[src/hdl/cce_pkg.sv]
// Shared constants and types for the character CRC codeword encoder.
// Used by cce_cell and char_crc_codeword_encoder; depends on nothing else.
package cce_pkg;

    localparam int MSG_BITS      = 7;
    localparam int MAX_POLY_BITS = 33;
    localparam int REM_BITS      = MAX_POLY_BITS - 1;
    localparam int WORK_W        = MSG_BITS + REM_BITS;
    localparam int CW_W          = WORK_W;
    localparam int LEN_W         = 6;
    localparam int CFG_W         = MAX_POLY_BITS;
    localparam int SHAMT_W       = $clog2(REM_BITS + 1);

    // Configuration register indexes.
    localparam logic REG_GENERATOR = 1'b0;
    localparam logic REG_POLY_LEN  = 1'b1;

    // Data handed from one cell to the next.
    typedef struct packed {
        logic                valid;
        logic [MSG_BITS-1:0] msg;
        logic [WORK_W-1:0]   work;
    } t_cell_bus;

endpackage

[src/hdl/char_crc_codeword_encoder.sv]
// Character CRC codeword encoder, top level: configuration, cell chain, output stage.
// Depends on cce_pkg and cce_cell.
// Pipeline: 7 registered cells, then 1 output stage, from an accepted transfer to its result strobe.
// Throughput: one character per cycle; busy is never raised and the receiver cannot stall.
// Reset: synchronous, active low; the generator returns to 11, the length to 4,
// and all in-flight transfers are dropped.
module char_crc_codeword_encoder
    import cce_pkg::*;
(
    input  logic                i_clk,
    input  logic                i_rst_n,
    input  logic                start,
    output logic                busy,
    input  logic [7:0]          i_data_char,
    input  logic                i_cfg_we,
    input  logic                i_cfg_idx,
    input  logic [CFG_W-1:0]    i_cfg_wdata,
    output logic                o_valid,
    output logic [CW_W-1:0]     o_codeword,
    output logic [LEN_W-1:0]    o_codeword_length
);

    logic [MAX_POLY_BITS-1:0] r_gen;
    logic [LEN_W-1:0]         r_poly_len;
    logic [LEN_W-1:0]         len_clamped;
    logic [SHAMT_W-1:0]       rem_bits;
    logic [SHAMT_W-1:0]       align_shift;
    logic [MAX_POLY_BITS-1:0] gen_aligned;
    t_cell_bus                chain [MSG_BITS+1];
    logic [CW_W-1:0]          full_word;
    logic                     r_valid;
    logic [CW_W-1:0]          r_codeword;
    logic [LEN_W-1:0]         r_codeword_length;

    always_ff @(posedge i_clk) begin
        if (!i_rst_n) begin
            r_gen      <= MAX_POLY_BITS'(11);
            r_poly_len <= LEN_W'(4);
        end else if (i_cfg_we) begin
            unique case (i_cfg_idx)
                REG_GENERATOR: r_gen      <= i_cfg_wdata;
                REG_POLY_LEN:  r_poly_len <= i_cfg_wdata[LEN_W-1:0];
                default:       r_gen      <= r_gen;
            endcase
        end
    end

    always_comb begin
        len_clamped = r_poly_len;
        if (r_poly_len == '0) begin
            len_clamped = LEN_W'(1);
        end else if (r_poly_len > LEN_W'(MAX_POLY_BITS)) begin
            len_clamped = LEN_W'(MAX_POLY_BITS);
        end
    end

    assign rem_bits    = SHAMT_W'(len_clamped - LEN_W'(1));
    assign align_shift = SHAMT_W'(REM_BITS) - rem_bits;
    // Shifting left drops the pattern bits at and above its length.
    assign gen_aligned = r_gen << align_shift;

    assign busy = 1'b0;

    assign chain[0].valid = start;
    assign chain[0].msg   = i_data_char[MSG_BITS-1:0];
    assign chain[0].work  = {i_data_char[MSG_BITS-1:0], {REM_BITS{1'b0}}};

    for (genvar g = 0; g < MSG_BITS; g++) begin : g_cell
        cce_cell u_cell (
            .i_clk        (i_clk),
            .i_rst_n      (i_rst_n),
            .i_gen_aligned(gen_aligned),
            .i_bus        (chain[g]),
            .o_bus        (chain[g+1])
        );
    end

    // After all cells the remainder is left aligned in the top work bits.
    assign full_word = {chain[MSG_BITS].msg, chain[MSG_BITS].work[WORK_W-1 -: REM_BITS]};

    always_ff @(posedge i_clk) begin
        if (!i_rst_n) begin
            r_valid <= 1'b0;
        end else begin
            r_valid <= chain[MSG_BITS].valid;
        end
        r_codeword        <= full_word >> align_shift;
        r_codeword_length <= LEN_W'(MSG_BITS) + LEN_W'(rem_bits);
    end

    assign o_valid           = r_valid;
    assign o_codeword        = r_codeword;
    assign o_codeword_length = r_codeword_length;

endmodule

[src/hdl/cce_cell.sv]
// One division cell: handles the leading dividend bit and shifts the rest up.
// Depends on cce_pkg.
module cce_cell
    import cce_pkg::*;
(
    input  logic                     i_clk,
    input  logic                     i_rst_n,
    input  logic [MAX_POLY_BITS-1:0] i_gen_aligned,
    input  t_cell_bus                i_bus,
    output t_cell_bus                o_bus
);

    logic                r_valid;
    logic [MSG_BITS-1:0] r_msg;
    logic [WORK_W-1:0]   r_work;
    logic [WORK_W-1:0]   n_work;
    logic [WORK_W-1:0]   gen_top;

    // The pattern's top bit sits on the leading work bit.
    assign gen_top = {i_gen_aligned, {(WORK_W - MAX_POLY_BITS){1'b0}}};

    always_comb begin
        n_work = i_bus.work;
        if (i_bus.work[WORK_W-1]) begin
            n_work = i_bus.work ^ gen_top;
        end
        n_work = {n_work[WORK_W-2:0], 1'b0};
    end

    always_ff @(posedge i_clk) begin
        if (!i_rst_n) begin
            r_valid <= 1'b0;
        end else begin
            r_valid <= i_bus.valid;
        end
        r_msg  <= i_bus.msg;
        r_work <= n_work;
    end

    assign o_bus.valid = r_valid;
    assign o_bus.msg   = r_msg;
    assign o_bus.work  = r_work;

endmodule

[config.mk]
export PLATFORM = sky130hd
export DESIGN_NAME = char_crc_codeword_encoder
export DESIGN_NICKNAME = d
export VERILOG_FILES = /design/src/hdl/cce_pkg.sv /design/src/hdl/char_crc_codeword_encoder.sv /design/src/hdl/cce_cell.sv
export SDC_FILE = /design/constraint.sdc
export NUM_CORES = 1
export LEC_CHECK = 0
export ABC_AREA = 1
export BUFFER_PORTS_ARGS = -buffer_cell sky130_fd_sc_hd__buf_2
export CAP_MARGIN = 10
export CORE_UTILIZATION = 25
export CTS_CLUSTER_DIAMETER = 150
export DETAILED_ROUTE_END_ITERATION = 10
export GPL_ROUTABILITY_DRIVEN = 0
export PLACE_DENSITY = 0.38
export SLEW_MARGIN = 20
export SYNTH_ARGS = -nofsm -noshare
export SYNTH_HDL_FRONTEND = slang
export SYNTH_SLANG_ARGS = --single-unit
[constraint.sdc]
create_clock -name i_clk -period 4.7 [get_ports i_clk]
set_input_delay 0.94 -clock i_clk [delete_from_list [all_inputs] [get_ports i_clk]]
set_output_delay 0.94 -clock i_clk [all_outputs]
set_load 0.01 [all_outputs]
==> results_dict.tcl, run 1 <==
set metrics [dict create \
    status "complete, no violations" \
    max_freq_mhz 246.5 \
    cts.root.buffer_cell "clkbuf_16" \
    hold_violations 0 \
    worstPathCellList "nor2_4 -> nand2_2 -> nand2_2 -> nand3_4 -> ha_1 -> inv_1 -> nand2_2 -> nand2_2 -> inv_2 -> nand2_1 -> a21oi_1 -> nand2_1 -> nand2_2 -> nand2_1 -> o21ai_0 -> nand2_1" \
    top_library_cells_by_usage_in_the_layout_fill_and_taps_aside "614 x nand2_1, 364 x dfxtp_1, 209 x nand3_1, 186 x inv_1, 175 x o21ai_0" \
    class_of_the_tightest_hold_or_removal_check "reg -> reg" \
    synthToLayoutAreaGrowth_pct 15.45 \
    antennaDiodeCount 0 \
    ioPinCount 93 \
    synthesis.area_um2 16090 \
    global_route.usage.total_pct 14.63 \
    path_max_fanout 19 \
    worst_setup_hold_path_clk_slew_ns 0.06 \
    clock_sinks 364 \
    leakage_power_nw 8.647 \
    drc 0 \
    fill_count 6927 \
    first_global_vias 13110 \
    regArea_um2 7287 \
    final_nets 2269 \
    max_slew.worst_pin.slew_ns 0.8856 \
    coreArea_um2 63310 \
    total_power_density_per_cell_area_nw_per_um2 613.6 \
    grt_start_max_net_pins 106 \
    cp.required_ns 5.15 \
    yosysWarningCount 0 \
    slew-limit-headroom_pct 40.96 \
    min_period_over_period_pct 86.33 \
    placement.io_buffers 89 \
    vdd.ir_drop.worst_mv 0.2399 \
    dp_hpwl_um 35410 \
    timing.clock.skew_ns 0.02877 \
    multi_input_logic_area_um2 7437 \
    setup_repair_after_global_routing_missed_its_margin "no" \
    ant_nets 0 \
    ys_seq_area_share_pct 45.28 \
    number_of_levels_in_the_clock_h_tree 2 \
    synth_area_per_cell_um2 7.382 \
    critical_path.endpoint_type "flip-flop" \
    drt-initial-drc-count 974 \
    clock_tree.buffer_depth 3 \
    cts_setup_buffers 0 \
    layout-drive-gt1-share_pct 13.34 \
    postSynthRegisterBits 364 \
    cts_tree "yes" \
    ys_types 36 \
    floorplan.die_area_um2 65390 \
    hold_slack_ns 0.3237 \
    cp_common_cell "nand2_2" \
    cp.arrival_ns 4.50 \
    post_drt_wl_per_cell_um 15.41 \
    final_common_cell "nand2_1" \
    worst_setup_path_start_kind "flip-flop" \
    initial_core_util_pct 25.42 \
    mappedNetlistNets 2228 \
    globalRoute.totalOverflow 0 \
    slowest_cell_on_the_critical_path "ha_1" \
    clock_buffer_count_from_cts 43 \
    std_cell_rows 92 \
    first_pass_iters 6 \
    maxCapViolations 0 \
    setup_violations_final 0 \
    die_width_um 255.7 \
    cp_slowest_stage_delay_ns 0.55 \
    die_y_um 255.7 \
    initial_antenna_violation_count 0 \
    synthCells 2180 \
    path_class "reg -> reg" \
    viasPerCell 4.404 \
    clkLatencyLatePin_ns 0.59 \
    min_period_ns 4.057 \
    finalSetupTns_ns 0 \
    cts_resized 0 \
    detailroute.via_count 13660 \
    grt_pass1_wl_um 75530 \
    cts_hold_repair.buffers 0 \
    wirelength_um 47790 \
    drv_slew 0 \
]
==> flip-flops by register name, summed over array words and instances (netlist names) <==
| name | count |
|---|---|
| o_codeword_length | 6 |
| r_poly_len | 6 |
| r_gen | 32 |
| g_cell.u_cell.r_work | 224 |
| o_codeword | 39 |
| g_cell.u_cell.r_msg | 49 |
| o_valid | 1 |
| g_cell.u_cell.r_valid | 7 |
==> power by group <==
group,switching [mW],internal (mW)
clock network,1.37,1.92
logic,2.77,1.14
registers,0.341,3.85
total,4.48,6.92
==> final timing paths <==
check                                          startpoint                     endpoint  slack, ns  cells past startpoint
worst min register to register  g_cell[2].u_cell.r_msg[6]    g_cell[3].u_cell.r_msg[6]       0.32                      0
worst max-delay path                        r_poly_len[1]  g_cell[6].u_cell.r_work[26]       0.64                     16
worst min-delay path            g_cell[2].u_cell.r_msg[6]    g_cell[3].u_cell.r_msg[6]       0.32                      0
worst max register to register              r_poly_len[1]  g_cell[6].u_cell.r_work[26]       0.64                     16
==> cells by family after synthesis <==
group,share of synthesized area (%)
buffers and inverters,8.592
adders and majority gates,0.1555
xor gates and xnor gates,4.082
DFF,45.28
and+or+nand+nor,34.09
other,0.02330
AOI/OAI and AO/OA,7.775
==> synthesized netlist by cell type, drive strengths merged <==
library cell    n  area (µm²)
nor3           17       85.08
conb            1       3.750
nand3         226        1239
dfxtp         364        7287
o2111ai         2       17.52
a31oi           1       6.260
nand2         637        2481
o21ai         207        1036
nand4         101       631.9
o22ai           1       6.260
a21oi          28       140.1
or2             9       56.30
inv           194       730.7
xor2           75       656.9
nor2          155       750.7
clkbuf         30       112.6
nand3b         23       172.7
clkinv          1       3.750
and3            2       12.51
o211ai          6       45.04
ha              2       25.02
buf            89       535.5
and2            9       56.30
==> cell type report <==
cell class / instances / share of cell area (%)
multi-input combinational: 1502 / 40.03
sequential: 364 / 39.22
clock buffer: 60 / 6.459
tap: 846 / 5.698
inverter: 195 / 3.953
timing repair buffer: 115 / 3.516
clock inverter: 20 / 1.118
==> metrics by stage <==
stage | area, µm² | setup slack, ns | total power [mW] | util (%) | cells
after global routing | 18580 | 0.2863 | 12.27 | 29.34 | 3102
after CTS | 18580 | 0.6043 | 11.60 | 29.34 | 3102
after floorplan | 16090 | 1.442 | 7.016 | - | 2180
final | 18580 | 0.6427 | 11.40 | 29.34 | 3102
after detailed placement | 17170 | 0.6209 | 8.231 | 27.12 | 3022
after global placement | 17170 | 0.6299 | 8.220 | 27.12 | 3022
==> layer usage <==
metal | vias to the layer above | GRT usage, % | wire length [µm]
met5 | - | 0 | 0
met4 | 0 | 4.325 | 1110
met3 | 67 | 2.515 | 1853
met2 | 249 | 24.56 | 22210
met1 | 6237 | 19.09 | 22620
li1 | 7109 | - | -
==> critical path: cells and delay by family, from the launching register on <==
kind | cells | cell delay, ns
AND/OR/NAND/NOR | 11 | 2.11
adder cells (fa/ha/maj) | 1 | 0.55
buffers and inverters | 2 | 0.46
AO/OA/AOI/OAI | 2 | 0.41
flip-flops | 1 | 0.35
Power figures use the tool's default switching activity.
==> run 2, diff against run 1 <==
--- a/config.mk
+++ b/config.mk
@@ -5,14 +5,14 @@
 export SDC_FILE = /design/constraint.sdc
 export NUM_CORES = 1
 export LEC_CHECK = 0
-export ABC_AREA = 1
 export BUFFER_PORTS_ARGS = -buffer_cell sky130_fd_sc_hd__buf_2
 export CAP_MARGIN = 10
 export CORE_UTILIZATION = 25
+export CTS_BUF_LIST = sky130_fd_sc_hd__clkbuf_8
 export CTS_CLUSTER_DIAMETER = 150
 export DETAILED_ROUTE_END_ITERATION = 10
 export GPL_ROUTABILITY_DRIVEN = 0
-export PLACE_DENSITY = 0.38
+export PLACE_DENSITY = 0.39
 export SLEW_MARGIN = 20
 export SYNTH_ARGS = -nofsm -noshare
 export SYNTH_HDL_FRONTEND = slang
==> constraint.sdc (replaced) <==
create_clock -name i_clk -period 4.7 [get_ports i_clk]
set_input_delay 0.94 -clock i_clk [delete_from_list [all_inputs] [get_ports i_clk]]
set_output_delay 0.94 -clock i_clk [all_outputs]
set_load 0.1 [all_outputs]
==> run 2 against run 1 <==
Effect of this change: hold slack worse by 0.0048 ns; maximum frequency down 4.4%; die area down 3.8%; via count down 17%; routed wire length down 2.1%; critical path depth down 2; cell area down 1.8%; global-route usage up 0.48 points; setup slack worse by 0.19 ns; area after synthesis down 3.8%; register-to-register slack worse by 0.19 ns; critical path type unchanged; largest cell class unchanged.
==> results_dict.tcl, run 2 <==
set metrics [dict create \
    worstSetupStartpoint "r_poly_len[3]" \
    total_power_density_per_cell_area_nw_per_um2 628.4 \
    largest_register_ff_count 224 \
    leakage_power_nw 7.087 \
    hold_slack_ns 0.3189 \
    stdcell_count 2468 \
    post_drt_wl_per_cell_um 18.96 \
    cts_hold_repair.buffers 0 \
    slew-limit-headroom_pct 28.38 \
    cp_slowest_stage_delay_ns 0.46 \
    global_route.usage.total_pct 15.11 \
    drt-initial-drc-count 790 \
    initial_antenna_violation_count 2 \
    grt_pass1_wl_um 71840 \
    ant_nets 0 \
    worst_r2r_path_depth 14 \
    first_pass_iters 7 \
    status "complete, no violations" \
    layout-drive-gt1-share_pct 20.71 \
    setup_repair_after_global_routing_missed_its_margin "no" \
    coreArea_um2 60700 \
    timing.critical_path.max_delay_family "simple AND/OR/NAND/NOR gates" \
    clkLatencyLatePin_ns 0.63 \
    maxCapViolations 0 \
    die_y_um 250.8 \
    worst_setup_hold_path_clk_slew_ns 0.06 \
    vdd.ir_drop.worst_mv 0.1775 \
    grt_start_max_net_pins 59 \
    number_of_levels_in_the_clock_h_tree 3 \
    worst_setup_path_start_kind "flip-flop" \
    post_synth_main_area_contributors "dfxtp_1 47%, mux4_2 10%, xnor2_1 8.3%" \
    ys_seq_area_share_pct 47.10 \
    finalSetupTns_ns 0 \
    synthToLayoutAreaGrowth_pct 17.86 \
    cts_setup_buffers 0 \
    clock_buffer_count_from_cts 67 \
    cts_resized 0 \
    dp_hpwl_um 34440 \
    final_nets 1687 \
    fill_count 6307 \
    min_delay_worst_endpoint "g_cell[4].u_cell.r_msg[4]" \
    max_slew.worst_pin.slew_ns 1.074 \
    final_common_cell "dfxtp_1" \
    hold_depth 0 \
    synth_top_area_share_pct 47.10 \
    synthCells 1521 \
    ys_async_sr_fraction_pct 0 \
    placed_instances 2352 \
    cts.root.buffer_cell "clkbuf_8" \
    viasPerCell 4.588 \
    detailroute.via_count 11320 \
    floorplan.die_area_um2 62890 \
    min_period_over_period_pct 90.32 \
    utilization_pct 30.05 \
    min_period_ns 4.245 \
    yosysWarningCount 0 \
    max_freq_mhz 235.6 \
    clock_sinks 364 \
    ys_dominant_reg_cell "dfxtp_1" \
    cp.arrival_ns 4.74 \
    cp.required_ns 5.19 \
    mappedNetlistNets 1569 \
    setup_violations_final 0 \
    ioPinCount 93 \
    worstPathCellList "or3b_1 -> o22a_2 -> inv_1 -> ha_1 -> nor4bb_1 -> o21ai_1 -> and2_1 -> o21ai_1 -> buf_4 -> nand2_1 -> nor2_1 -> buf_4 -> nand2_1 -> xnor2_1" \
    ys_types 83 \
    synth-edff-count 0 \
    synthesis.area_um2 15470 \
    placement.io_buffers 89 \
    drv_slew 0 \
    first_global_vias 11540 \
    timing.clock.skew_ns 0.03455 \
    postSynthRegisterBits 364 \
    class_of_the_tightest_hold_or_removal_check "reg -> reg" \
    worstHoldStart "g_cell[3].u_cell.r_msg[4]" \
    top_library_cells_by_usage_in_the_layout_fill_and_taps_aside "364 x dfxtp_1, 234 x nand2_1, 145 x xnor2_1, 140 x nor2_1, 89 x buf_2" \
    clock_tree.buffer_depth 3 \
    synth_largest_area_cell "dfxtp_1" \
    cp.buffers_inverters 3 \
    timing.rr.start "r_poly_len[3]" \
    most_flops_register "g_cell.u_cell.r_work" \
    cts_tree "yes" \
    slowest_cell_on_the_critical_path "or3b_1" \
    wirelength_um 46810 \
    std_cell_rows 90 \
    synth_area_per_cell_um2 10.17 \
    initial_core_util_pct 25.49 \
    critical_path.endpoint_type "flip-flop" \
    path_class "reg -> reg" \
    timing.reg2reg.setup_slack_ns 0.45 \
    regToRegEndpoint "g_cell[2].u_cell.r_work[18]" \
    synthMostInstantiatedCell "dfxtp_1" \
    path_max_fanout 15 \
    synthTopCellsByCount "364 x dfxtp_1, 234 x nand2_1, 147 x xnor2_1" \
    drc 0 \
    die_width_um 250.8 \
    hold_violations 0 \
    globalRoute.totalOverflow 0 \
]
## run 2: cell types whose count changed after synthesis, sizes merged, moves of 20 or more
cell    before  now
inv        194   14
nand4      101    2
mux4         0   70
mux2i        0   43
xor2        75   52
nand3b      23    1
nor3        17   51
o21ai      207   34
nand3      226   22
and2         9   29
xnor2        0  149
a21boi       0   40
buf         89   46
nand2      637  234
## run 2: routing by layer
layer | routed length (µm) | global-route usage [%]
met3 | 2389 | 2.827
met2 | 21650 | 24.62
met5 | 12 | 0
met1 | 21170 | 19.49
met4 | 1585 | 6.503
## run 2: worst reg2reg max path, delay by kind of cell, from the launching register on
| family | cells | cell delay [ns] |
|---|---|---|
| XOR/XNOR | 1 | 0.17 |
| flip-flops | 1 | 0.38 |
| AND/OR/NAND/NOR | 6 | 1.76 |
| adder cells (fa/ha/maj) | 1 | 0.30 |
| AO/OA/AOI/OAI | 3 | 0.86 |
| buffers and inverters | 3 | 0.63 |
## run 2: metrics by stage
| stage | area, µm² | power (mW) | worst slack (ns) |
|---|---|---|---|
| global route | 18240 | 12.14 | 0.1294 |
| global placement | 16910 | 8.603 | 0.3804 |
| CTS | 18230 | 11.64 | 0.2126 |
| finish | 18240 | 11.46 | 0.4550 |
| floorplan | 15470 | 7.371 | 0.5225 |
| detailed placement | 16910 | 8.627 | 0.2741 |
## run 2: worst max-delay path by stage
stage / cells after the start / endpoint
final: 14 / g_cell[2].u_cell.r_work[18]
after global routing: 14 / g_cell[2].u_cell.r_work[20]
after CTS: 13 / g_cell[1].u_cell.r_work[25]
after detailed placement: 13 / g_cell[1].u_cell.r_work[25]
after global placement: 13 / g_cell[1].u_cell.r_work[25]
after floorplan: 14 / o_codeword[2]
## run 2: area by class of cell
type / instances / area [µm²] / share of cell area (%)
multi-input cells: 1057 / 7792 / 42.73
flip-flops and latches: 364 / 7287 / 39.96
clock inverters: 30 / 147.6 / 0.8096
inverters: 14 / 55.05 / 0.3019
well taps: 782 / 978.4 / 5.365
repair buffers: 135 / 803.3 / 4.405
diodes: 1 / 2.502 / 0.01372
clock buffers: 85 / 1170 / 6.415
## run 2: power by group
group	internal, mW	total [mW]	leakage (nW)	switching, mW
sequential	3.84	4.26	3.01	0.412
combinational	1.42	4.26	3.34	2.84
clock	1.62	2.94	0.736	1.32
## run 2: logic make-up (layout without fill, tap and decap cells)
group           count (synthesis)  count (layout)  share of synthesized area (%)
simple gates                  518             518                          14.64
flops                         364             364                          47.10
compound gates                216             216                          10.25
xor+xnor                      201             201                          11.52
mux                           119             119                          13.41
buf+inv                       100             264                          2.887
fa+ha+maj                       2               2                         0.1617
other cells                     1               2                        0.02424
==> run 3, diff against run 2 <==
--- a/config.mk
+++ b/config.mk
@@ -6,14 +6,15 @@
 export NUM_CORES = 1
 export LEC_CHECK = 0
 export BUFFER_PORTS_ARGS = -buffer_cell sky130_fd_sc_hd__buf_2
-export CAP_MARGIN = 10
+export CAP_MARGIN = 20
 export CORE_UTILIZATION = 25
 export CTS_BUF_LIST = sky130_fd_sc_hd__clkbuf_8
 export CTS_CLUSTER_DIAMETER = 150
 export DETAILED_ROUTE_END_ITERATION = 10
 export GPL_ROUTABILITY_DRIVEN = 0
-export PLACE_DENSITY = 0.39
+export PLACE_DENSITY = 0.38
 export SLEW_MARGIN = 20
 export SYNTH_ARGS = -nofsm -noshare
 export SYNTH_HDL_FRONTEND = slang
+export SYNTH_HIERARCHICAL = 1
 export SYNTH_SLANG_ARGS = --single-unit
==> run 3 against run 2 <==
Effect of this change: area after synthesis increased by 2.4%; clock-buffer cell count decreased by 1; largest power group unchanged; critical path depth decreased by 2; critical endpoint is now g_cell[0].u_cell/r_work[34]; via count decreased by 6.1%; global-route usage decreased by 2.1 points; cell area increased by 2.0%.
==> results_dict.tcl, run 3 <==
set metrics [dict create \
    ioPinCount 93 \
    dpl-instance-area_um2 17140 \
    drt-met1-wl_um 19900 \
    class_of_the_tightest_hold_or_removal_check "reg -> reg" \
    total_power_after_layout_mw 11.60 \
    initial_core_util_pct 25.48 \
    finalSetupTns_ns 0 \
    critical_path.endpoint_type "flip-flop" \
    timing.rr.start "r_poly_len[2]" \
    worst_setup_path_start_kind "flip-flop" \
    critical_path_end "g_cell[0].u_cell/r_work[34]" \
    regToRegEndpoint "g_cell[0].u_cell/r_work[34]" \
    path_class "reg -> reg" \
    worstSetupStartpoint "r_poly_len[2]" \
    slew-limit-headroom_pct 49.24 \
    die_y_um 253.7 \
    layout-drive-gt1-share_pct 19.99 \
    global_route.usage.total_pct 13.01 \
    dp_slack_ns 0.1149 \
    number_of_levels_in_the_clock_h_tree 3 \
    stdcell_count 2506 \
    routed.top_layer "met4" \
    hold_slack_ns 0.3054 \
    synth_area_per_cell_um2 10.69 \
    most_flops_register "g_cell.u_cell/r_work" \
    clock_buffer_count_from_cts 70 \
    wl_met2_um 17540 \
    min_period_over_period_pct 92.95 \
    worst_r2r_path_depth 12 \
    utilization_pct 29.92 \
    detailroute.via_count 10630 \
    viasPerCell 4.241 \
    min_period_ns 4.369 \
    max_freq_mhz 228.9 \
    cp.required_ns 5.21 \
    first_global_vias 10610 \
    hold_violations 0 \
    cts_hold_repair.buffers 0 \
    floorplan.die_area_um2 64380 \
    grt_pass1_wl_um 63680 \
    die_width_um 253.7 \
    wirelength_um 40810 \
    first_pass_iters 4 \
    synthesis.area_um2 15840 \
    regArea_um2 7707 \
    timing.reg2reg.setup_slack_ns 0.33 \
    placed_instances 2380 \
    top_library_cells_by_usage_in_the_layout_fill_and_taps_aside "385 x dfxtp_1, 319 x nand2_1, 230 x xnor2_1, 89 x buf_2, 84 x clkbuf_8" \
    setup_violations_final 0 \
    synthCells 1482 \
    cts_setup_buffers 0 \
    cts_tree "yes" \
    coreArea_um2 62170 \
    synthToLayoutAreaGrowth_pct 17.41 \
    worst_setup_hold_path_clk_slew_ns 0.06 \
    status "complete, no violations" \
    drv_slew 0 \
    placement.io_buffers 89 \
    fill_count 6567 \
    globalRoute.totalOverflow 0 \
    path_max_fanout 21 \
    dp_hpwl_um 29260 \
    drc 0 \
    multi_input_logic_area_um2 7711 \
    vdd.ir_drop.worst_mv 0.2294 \
    met3WireLength_um 1893 \
    clock_tree.buffer_depth 3 \
    setup_slack_ns 0.3315 \
    final_common_cell "dfxtp_1" \
    cts.root.buffer_cell "clkbuf_8" \
    finalInstanceArea_um2 18600 \
    yosysWarningCount 6 \
    largest_register_ff_count 245 \
    max_slew.worst_pin.slew_ns 0.7614 \
    initial_antenna_violation_count 1 \
    post_drt_wl_per_cell_um 16.29 \
    setup_repair_after_global_routing_missed_its_margin "no" \
    cp.arrival_ns 4.88 \
    drt-initial-drc-count 443 \
    clkLatencyLatePin_ns 0.65 \
    leakage_power_nw 7.050 \
    final_nets 1663 \
    std_cell_rows 91 \
    ant_nets 0 \
    clock_sinks 385 \
    total_power_density_per_cell_area_nw_per_um2 623.7 \
    grt_start_max_net_pins 47 \
    maxCapViolations 0 \
    timing.clock.skew_ns 0.05197 \
]
==> run 3: cell types whose count changed in the layout (fill, tap and decap cells not counted), moves of 11 or more <==
cell / previous run / this run
dfxtp_1: 364 / 385
nand2_1: 234 / 319
conb_1: 1 / 33
xor2_1: 51 / 1
xnor2_1: 145 / 230
buf_4: 45 / 33
o21ai_0: 24 / 5
nor2_1: 140 / 38
a22oi_1: 11 / 0
nor3_1: 49 / 38
a21oi_1: 45 / 30
==> run 3: area by class of cell <==
| type | instances | area share [%] |
|---|---|---|
| Multi-Input combinational cell | 1032 | 41.46 |
| Antenna cell | 3 | 0.04036 |
| Inverter | 3 | 0.06054 |
| Sequential cell | 385 | 41.44 |
| Timing Repair Buffer | 123 | 3.834 |
| Clock buffer | 84 | 6.216 |
| Clock inverter | 39 | 1.325 |
| Tap cell | 837 | 5.630 |
==> run 3: layer usage <==
| layer | up-vias | GRT usage, % |
|---|---|---|
| met5 | - | 0 |
| met1 | 4993 | 17.67 |
| met2 | 286 | 19.65 |
| met4 | 0 | 6.213 |
| met3 | 92 | 2.643 |
| li1 | 5258 | - |
==> run 3: worst min path at each step <==
stage	start	endpoint	slack, ns	cells after the start
finish	g_cell[4].u_cell/r_msg[1]	g_cell[5].u_cell/r_msg[1]	0.31	0
global route	g_cell[3].u_cell/r_msg[2]	g_cell[4].u_cell/r_msg[2]	0.33	0
CTS	g_cell[1].u_cell/r_msg[6]	g_cell[2].u_cell/r_msg[6]	0.31	0
detailed placement	g_cell[0].u_cell/r_msg[5]	g_cell[1].u_cell/r_msg[5]	0.31	0
global placement	g_cell[0].u_cell/r_msg[3]	g_cell[1].u_cell/r_msg[3]	0.31	0
floorplan	g_cell[0].u_cell/r_msg[0]	g_cell[1].u_cell/r_msg[0]	0.31	0
==> run 3: report_power, final <==
part | switching, mW | leakage, nW | internal (mW) | total [mW]
Sequential | 0.391 | 3.23 | 4.09 | 4.49
Combinational | 2.57 | 3.02 | 1.43 | 3.99
Clock | 1.39 | 0.796 | 1.73 | 3.12
==> run 3: worst max-delay path: stages (launching register included) <==
cell       delay [ns]
dfxtp_1          0.41
or3_1            0.53
o22ai_4          0.22
ha_1             0.44
xor2_2           0.26
a211oi_4         0.69
nor2_2           0.07
buf_4            0.26
mux2i_1          0.19
o2bb2ai_1        0.35
a22o_1           0.49
nand2_1          0.12
xnor2_1          0.16
==> run 3: what timing repair did <==
item	4_1_cts	5_1_grt
resized for setup	0	9
endpoints found under the setup margin	0	128
endpoints found under the hold margin	0	0
